### src/sstod_pkg.sv
`timescale 1ns / 1ps

package sstod_pkg;

    localparam logic [7:0] CH_NEWLINE = 8'd10;
    localparam logic [7:0] CH_COMMA   = 8'd44;
    localparam logic [7:0] CH_ZERO    = 8'd48;
    localparam logic [7:0] CH_NINE    = 8'd57;

    localparam logic [6:0] ACC_MAX = 7'd127;
    localparam logic [4:0] HOUR_TOP = 5'd23;
    localparam logic [5:0] MIN_TOP  = 6'd59;
    localparam logic [5:0] SEC_TOP  = 6'd59;

    localparam logic [1:0] FIELD_HOUR   = 2'd0;
    localparam logic [1:0] FIELD_MINUTE = 2'd1;
    localparam logic [1:0] FIELD_SECOND = 2'd2;
    localparam logic [1:0] FIELD_TEXT   = 2'd3;

    localparam logic ACTION_BYTE = 1'b0;
    localparam logic ACTION_TICK = 1'b1;

    // Multiplies the accumulator by ten, adds the digit and saturates at ACC_MAX.
    function automatic logic [6:0] add_digit(input logic [6:0] acc, input logic [3:0] digit);
        logic [10:0] sum;
        begin
            sum = ({4'd0, acc} << 3) + ({4'd0, acc} << 1) + {7'd0, digit};
            if (sum > {4'd0, ACC_MAX})
            begin
                add_digit = ACC_MAX;
            end
            else
            begin
                add_digit = sum[6:0];
            end
        end
    endfunction

endpackage

### src/serial_settable_time_of_day_clock.sv
`timescale 1ns / 1ps

// Time-of-day clock set over a serial byte stream.
// The input channel (in_valid, in_stall, action, rx_byte) carries one item per
// transaction: either a received byte (action 0) or a one-second tick (action 1).
// A tick advances the running time. Bytes form lines "hh,mm,ss,text" and a
// newline loads the accumulated values, clamped to 23, 59 and 59.
// The output channel (out_valid, out_stall, hours, minutes, seconds, time_loaded)
// returns exactly one transaction per input transaction, in order, showing the
// time after that item and whether it was a loading newline.
// An accepted item is held in the input register, and its result moves into the
// output register, which raises out_valid, once the output register is free.
// Throughput is one item per cycle while the receiver does not stall, set by the single update stage.
// When the receiver stalls, the result holds in the output register and the
// input register takes one more item if it is empty; once it holds an item,
// in_stall rises until the output is taken.
// Reset clears the time, the line parser and both valid flags.
module serial_settable_time_of_day_clock
(
    input  logic       clk,
    input  logic       rst_n,
    input  logic       in_valid,
    output logic       in_stall,
    input  logic       action,
    input  logic [7:0] rx_byte,
    output logic       out_valid,
    input  logic       out_stall,
    output logic [4:0] hours,
    output logic [5:0] minutes,
    output logic [5:0] seconds,
    output logic       time_loaded
);
    import sstod_pkg::*;

    logic       s1_valid_reg;
    logic       s1_action_reg;
    logic [7:0] s1_byte_reg;

    logic [4:0] hour_reg,    hour_next;
    logic [5:0] minute_reg,  minute_next;
    logic [5:0] second_reg,  second_next;
    logic [1:0] field_index_reg, field_index_next;
    logic [6:0] hour_acc_reg,   hour_acc_next;
    logic [6:0] minute_acc_reg, minute_acc_next;
    logic [6:0] second_acc_reg, second_acc_next;
    logic       loaded_next;

    logic       out_valid_reg;
    logic       time_loaded_reg;

    logic       s1_advance;
    logic       in_accept;
    logic [3:0] digit;

    assign s1_advance = !out_valid_reg || !out_stall;
    assign in_stall   = s1_valid_reg && !s1_advance;
    assign in_accept  = in_valid && !in_stall;
    assign digit      = 4'(s1_byte_reg - CH_ZERO);

    always_comb
    begin
        hour_next        = hour_reg;
        minute_next      = minute_reg;
        second_next      = second_reg;
        field_index_next = field_index_reg;
        hour_acc_next    = hour_acc_reg;
        minute_acc_next  = minute_acc_reg;
        second_acc_next  = second_acc_reg;
        loaded_next      = 1'b0;
        if (s1_action_reg == ACTION_TICK)
        begin
            if (second_reg >= SEC_TOP)
            begin
                second_next = '0;
                if (minute_reg >= MIN_TOP)
                begin
                    minute_next = '0;
                    hour_next   = (hour_reg >= HOUR_TOP) ? 5'd0 : hour_reg + 5'd1;
                end
                else
                begin
                    minute_next = minute_reg + 6'd1;
                end
            end
            else
            begin
                second_next = second_reg + 6'd1;
            end
        end
        else if (s1_byte_reg == CH_NEWLINE)
        begin
            hour_next   = (hour_acc_reg > {2'd0, HOUR_TOP}) ? HOUR_TOP : hour_acc_reg[4:0];
            minute_next = (minute_acc_reg > {1'b0, MIN_TOP}) ? MIN_TOP : minute_acc_reg[5:0];
            second_next = (second_acc_reg > {1'b0, SEC_TOP}) ? SEC_TOP : second_acc_reg[5:0];
            hour_acc_next    = '0;
            minute_acc_next  = '0;
            second_acc_next  = '0;
            field_index_next = FIELD_HOUR;
            loaded_next      = 1'b1;
        end
        else if (s1_byte_reg == CH_COMMA)
        begin
            if (field_index_reg != FIELD_TEXT)
            begin
                field_index_next = field_index_reg + 2'd1;
            end
        end
        else if (s1_byte_reg inside {[CH_ZERO:CH_NINE]})
        begin
            case (field_index_reg)
                FIELD_HOUR:   hour_acc_next   = add_digit(hour_acc_reg, digit);
                FIELD_MINUTE: minute_acc_next = add_digit(minute_acc_reg, digit);
                FIELD_SECOND: second_acc_next = add_digit(second_acc_reg, digit);
                default:      ;
            endcase
        end
    end

    always_ff @(posedge clk or negedge rst_n)
    begin
        if (!rst_n)
        begin
            s1_valid_reg    <= 1'b0;
            out_valid_reg   <= 1'b0;
            hour_reg        <= '0;
            minute_reg      <= '0;
            second_reg      <= '0;
            field_index_reg <= FIELD_HOUR;
            hour_acc_reg    <= '0;
            minute_acc_reg  <= '0;
            second_acc_reg  <= '0;
            time_loaded_reg <= 1'b0;
        end
        else
        begin
            if (in_accept || s1_advance)
            begin
                s1_valid_reg <= in_accept;
            end
            if (s1_advance)
            begin
                out_valid_reg <= s1_valid_reg;
                if (s1_valid_reg)
                begin
                    hour_reg        <= hour_next;
                    minute_reg      <= minute_next;
                    second_reg      <= second_next;
                    field_index_reg <= field_index_next;
                    hour_acc_reg    <= hour_acc_next;
                    minute_acc_reg  <= minute_acc_next;
                    second_acc_reg  <= second_acc_next;
                    time_loaded_reg <= loaded_next;
                end
            end
        end
    end

    always_ff @(posedge clk)
    begin
        if (in_accept)
        begin
            s1_action_reg <= action;
            s1_byte_reg   <= rx_byte;
        end
    end

    assign out_valid   = out_valid_reg;
    assign hours       = hour_reg;
    assign minutes     = minute_reg;
    assign seconds     = second_reg;
    assign time_loaded = time_loaded_reg;

    assert property (@(posedge clk) disable iff (!rst_n)
        hour_reg <= HOUR_TOP && minute_reg <= MIN_TOP && second_reg <= SEC_TOP)
        else $error("Running time is out of range.");

    assert property (@(posedge clk) disable iff (!rst_n)
        out_valid_reg && time_loaded_reg |->
            field_index_reg == FIELD_HOUR && hour_acc_reg == '0
            && minute_acc_reg == '0 && second_acc_reg == '0)
        else $error("Line parser was not cleared by a loading newline.");

    assert property (@(posedge clk) disable iff (!rst_n)
        in_stall |-> s1_valid_reg && out_valid_reg)
        else $error("Input stalled while the pipeline has room.");

    assert property (@(posedge clk) disable iff (!rst_n)
        out_valid_reg && out_stall |=> $stable(hour_reg) && $stable(field_index_reg)
            && $stable(hour_acc_reg))
        else $error("Clock state changed while a result was held.");

endmodule
### config.mk
export PLATFORM = sky130hd
export DESIGN_NAME = serial_settable_time_of_day_clock
export DESIGN_NICKNAME = d
export VERILOG_FILES = /design/src/sstod_pkg.sv /design/src/serial_settable_time_of_day_clock.sv
export SDC_FILE = /design/constraint.sdc
export NUM_CORES = 1
export LEC_CHECK = 0
export ABC_AREA = 1
export BUFFER_PORTS_ARGS = -buffer_cell sky130_fd_sc_hd__buf_2
export CAP_MARGIN = 20
export CORE_MARGIN = 1
export CORE_UTILIZATION = 60
export CTS_CLUSTER_SIZE = 10
export DETAILED_ROUTE_END_ITERATION = 6
export GPL_ROUTABILITY_DRIVEN = 0
export PLACE_DENSITY = 0.86
export SYNTH_ARGS = -nofsm -noshare
export SYNTH_HDL_FRONTEND = slang
export SYNTH_SLANG_ARGS = --single-unit
### constraint.sdc
create_clock -name clk -period 4.39 [get_ports clk]
set_input_delay 0.2195 -clock clk [delete_from_list [all_inputs] [get_ports clk]]
set_output_delay 0.2195 -clock clk [all_outputs]
set_load 0.01 [all_outputs]
==> results.cfg <==
[yosys]
syn-cell-area_um2 = 3780
post_synth_num_cell_types = 34
synthCells = 462
syn_nets = 527
yosysSeqAreaShare_pct = 35.6
avgSynthCellArea_um2 = 8.18
ys_seq_elements = 52
yosys_warnings = 0

[critical_path]
crit_family = adder cells
r2r-start = second_acc_reg[0]
r2r-end = second_acc_reg[5]
slowest_delay_ns = 0.59
worstPathCellList = inv_1, fa_1, inv_1, ha_1, nand3_1, nand2_1, nand2_1, o21ai_1, nand4_1, nand2_1, nand2_1
path_class = flop to flop
cp_max_fo = 7
required_ns = 4.60
worst-path-buf-inv = 2
crit_path_end_kind = flop
cp.arrival_ns = 2.71
ff2ff_path_depth = 11
reg2reg_slack_ns = 1.89
start_kind = flop
crit_top_cell = nand2_1
slowest_stage = fa_1

[cells_and_area]
diodes = 0
final_util_pct = 70.0
stdcell_count = 577
drive_gt1_share_pct = 12.4
layout.filler_cells = 461
area_growth_pct = 11.0
largest_reg_flops = 8
postLayoutCellArea_um2 = 4190
nNetsFinal = 566
multi_input_comb_area_um2 = 2190
seqCellArea_um2 = 1350

[global_routing]
first_global_vias = 3035
grt_max_degree = 44
grt_pass1_wl_mm = 13.4
grt_usage_pct = 26.4
grt_antenna_before_repair = 0
grt-ovfl-total = 0

[die]
die_w_um = 81.3
io_pins = 33
fp.dieArea_um2 = 6620
num_rows = 28
coreArea_um2 = 5990
die_h_um = 81.3
start_util_pct = 63.1

[worst_hold_path]
min_path_cells = 1
worstHoldEndpoint = s1_byte_reg[1]
holdCritPathClass = primary input to flop
holdCritStartpoint = rx_byte[1]

[detailed_routing]
via_count = 3253
drc = 0
detail-route-antenna-nets = 0
wl_mm = 7.79
drt_iter0_markers = 235
post_drt_wl_per_cell_um = 13.5
viasPerCell = 5.64
drt-pass1-iter-count = 5

[place]
port_buffers = 32
dpl-instance-area_um2 = 4020
dpl.hpwl_mm = 5.86
dp_slack_ns = 1.94
placed_cells_incl_taps = 567

[run_status]
status = complete, no violations

[clock_network]
cts_resized = 0
clkLatencyLatePin_ns = 0.31
cts_buffers = 5
clk_path_buf_depth = 2
htreeDepth = 2
cts_root_buf = clkbuf_8
clkSlewWorstSetupHoldPaths_ns = 0.10
clock-sinks = 52
cts_tree = done

[timing]
setup_ws_ns = 1.89
slew_violations = 0
finalCriticalPeriod_ns = 2.50
skew_ns = 0.0112
grt_setup_unrepaired = no
worst_pin_slew_ns = 0.638
fin_hold_ws_ns = 0.0753
setup_violations = 0
finalHoldViolations = 0
max_freq_mhz = 400
finalSetupTns_ns = 0
period_share_pct = 57.0
max-slew-margin-rel_pct = 57.1

[power_and_ir_drop]
ir_drop_v = 0.000246
p_per_area_nw_per_um2 = 363
power.total_mw = 1.52
p_leak_nw = 2.32

[run]
max_cap_violations = 0
## area by class of cell
| class | count | area share [%] |
|---|---|---|
| multi-input combinational | 347 | 52.2 |
| sequential | 52 | 32.1 |
| inverter | 61 | 5.46 |
| timing repair buffer | 34 | 4.72 |
| tap | 75 | 2.24 |
| clock buffer | 5 | 1.64 |
| clock inverter | 3 | 1.64 |
## worst max path at each step
stage                            startpoint           endpoint  cells past startpoint
after floorplan              s1_byte_reg[3]    hour_acc_reg[0]                      9
after global placement       s1_byte_reg[3]    hour_acc_reg[5]                      9
after detailed placement  second_acc_reg[0]  second_acc_reg[5]                     11
after CTS                    s1_byte_reg[3]    hour_acc_reg[2]                      9
after global routing      second_acc_reg[0]  second_acc_reg[2]                     11
final                     second_acc_reg[0]  second_acc_reg[5]                     11
## layer usage
| layer | share of wire (%) | track usage (%) | wire [um] |
|---|---|---|---|
| met2 | 48 | 44.9 | 3780 |
| met5 | 0 | 0 | 0 |
| met4 | 2.0 | 8.75 | 153 |
| met3 | 3.3 | 4.04 | 259 |
| met1 | 46 | 34.1 | 3600 |
## synth_stat cells, drive strengths merged
library cell	n	share of area (%)
a21oi	13	1.8
a31oi	1	0.17
nand3b	8	1.6
nor3	1	0.13
nand2	140	14
inv	61	6.1
xnor2	5	1.2
nor4	2	0.50
nand3	28	3.7
xor2	10	2.3
nor3b	1	0.33
o21a	2	0.40
fa	6	3.2
edfxtp	9	7.2
nor2	26	4.1
ha	46	15
clkbuf	1	0.099
dfrtp	43	28
or2	2	0.33
nand4	20	3.7
o22ai	2	0.33
o21ai	34	4.6
buf	1	0.30
## cell families after synthesis
kind of cell             count (synthesis)  synth area share [%]
XOR/XNOR                                15                  3.48
AND/OR/NAND/NOR                        228                  28.7
AO/OA/AOI/OAI                           52                  7.32
flip-flops                              52                  35.6
adder cells (fa/ha/maj)                 52                  18.4
buffers and inverters                   63                  6.46
## worst reg2reg max path, stage by stage, from the launching register on
cell and delay, ns:
dfrtp_1 0.43, inv_1 0.08, fa_1 0.59, inv_1 0.06, ha_1 0.28, nand3_1 0.07, nand2_1 0.12, nand2_1 0.09
o21ai_1 0.38, nand4_1 0.16, nand2_1 0.10, nand2_1 0.05
## power by group
| part | internal (mW) | switching [mW] | total, mW |
|---|---|---|---|
| Sequential | 0.565 | 0.0896 | 0.655 |
| Clock | 0.229 | 0.164 | 0.394 |
| Combinational | 0.199 | 0.272 | 0.472 |
| Total | 0.994 | 0.526 | 1.52 |
## repair_timing
item	in CTS	in global routing
endpoints found under the hold margin	0	21
hold buffers	0	1
endpoints found under the setup margin	0	0
setup buffers	0	0
## placed cells by master, fill, tap and decap left out, drive strengths merged
cell type,n
o21a,2
buf,33
bufinv,2
xnor2,5
nor2,26
nor3,1
dfrtp,43
dlygate4sd3,1
a31oi,1
a21oi,13
clkbuf,5
nor4,2
nor3b,1
nand3,28
inv,62
o22ai,2
fa,6
nand3b,8
edfxtp,9
xor2,10
o21ai,34
nand2,140
nand4,20
ha,46
or2,2
(Power assumes the default switching activity.)
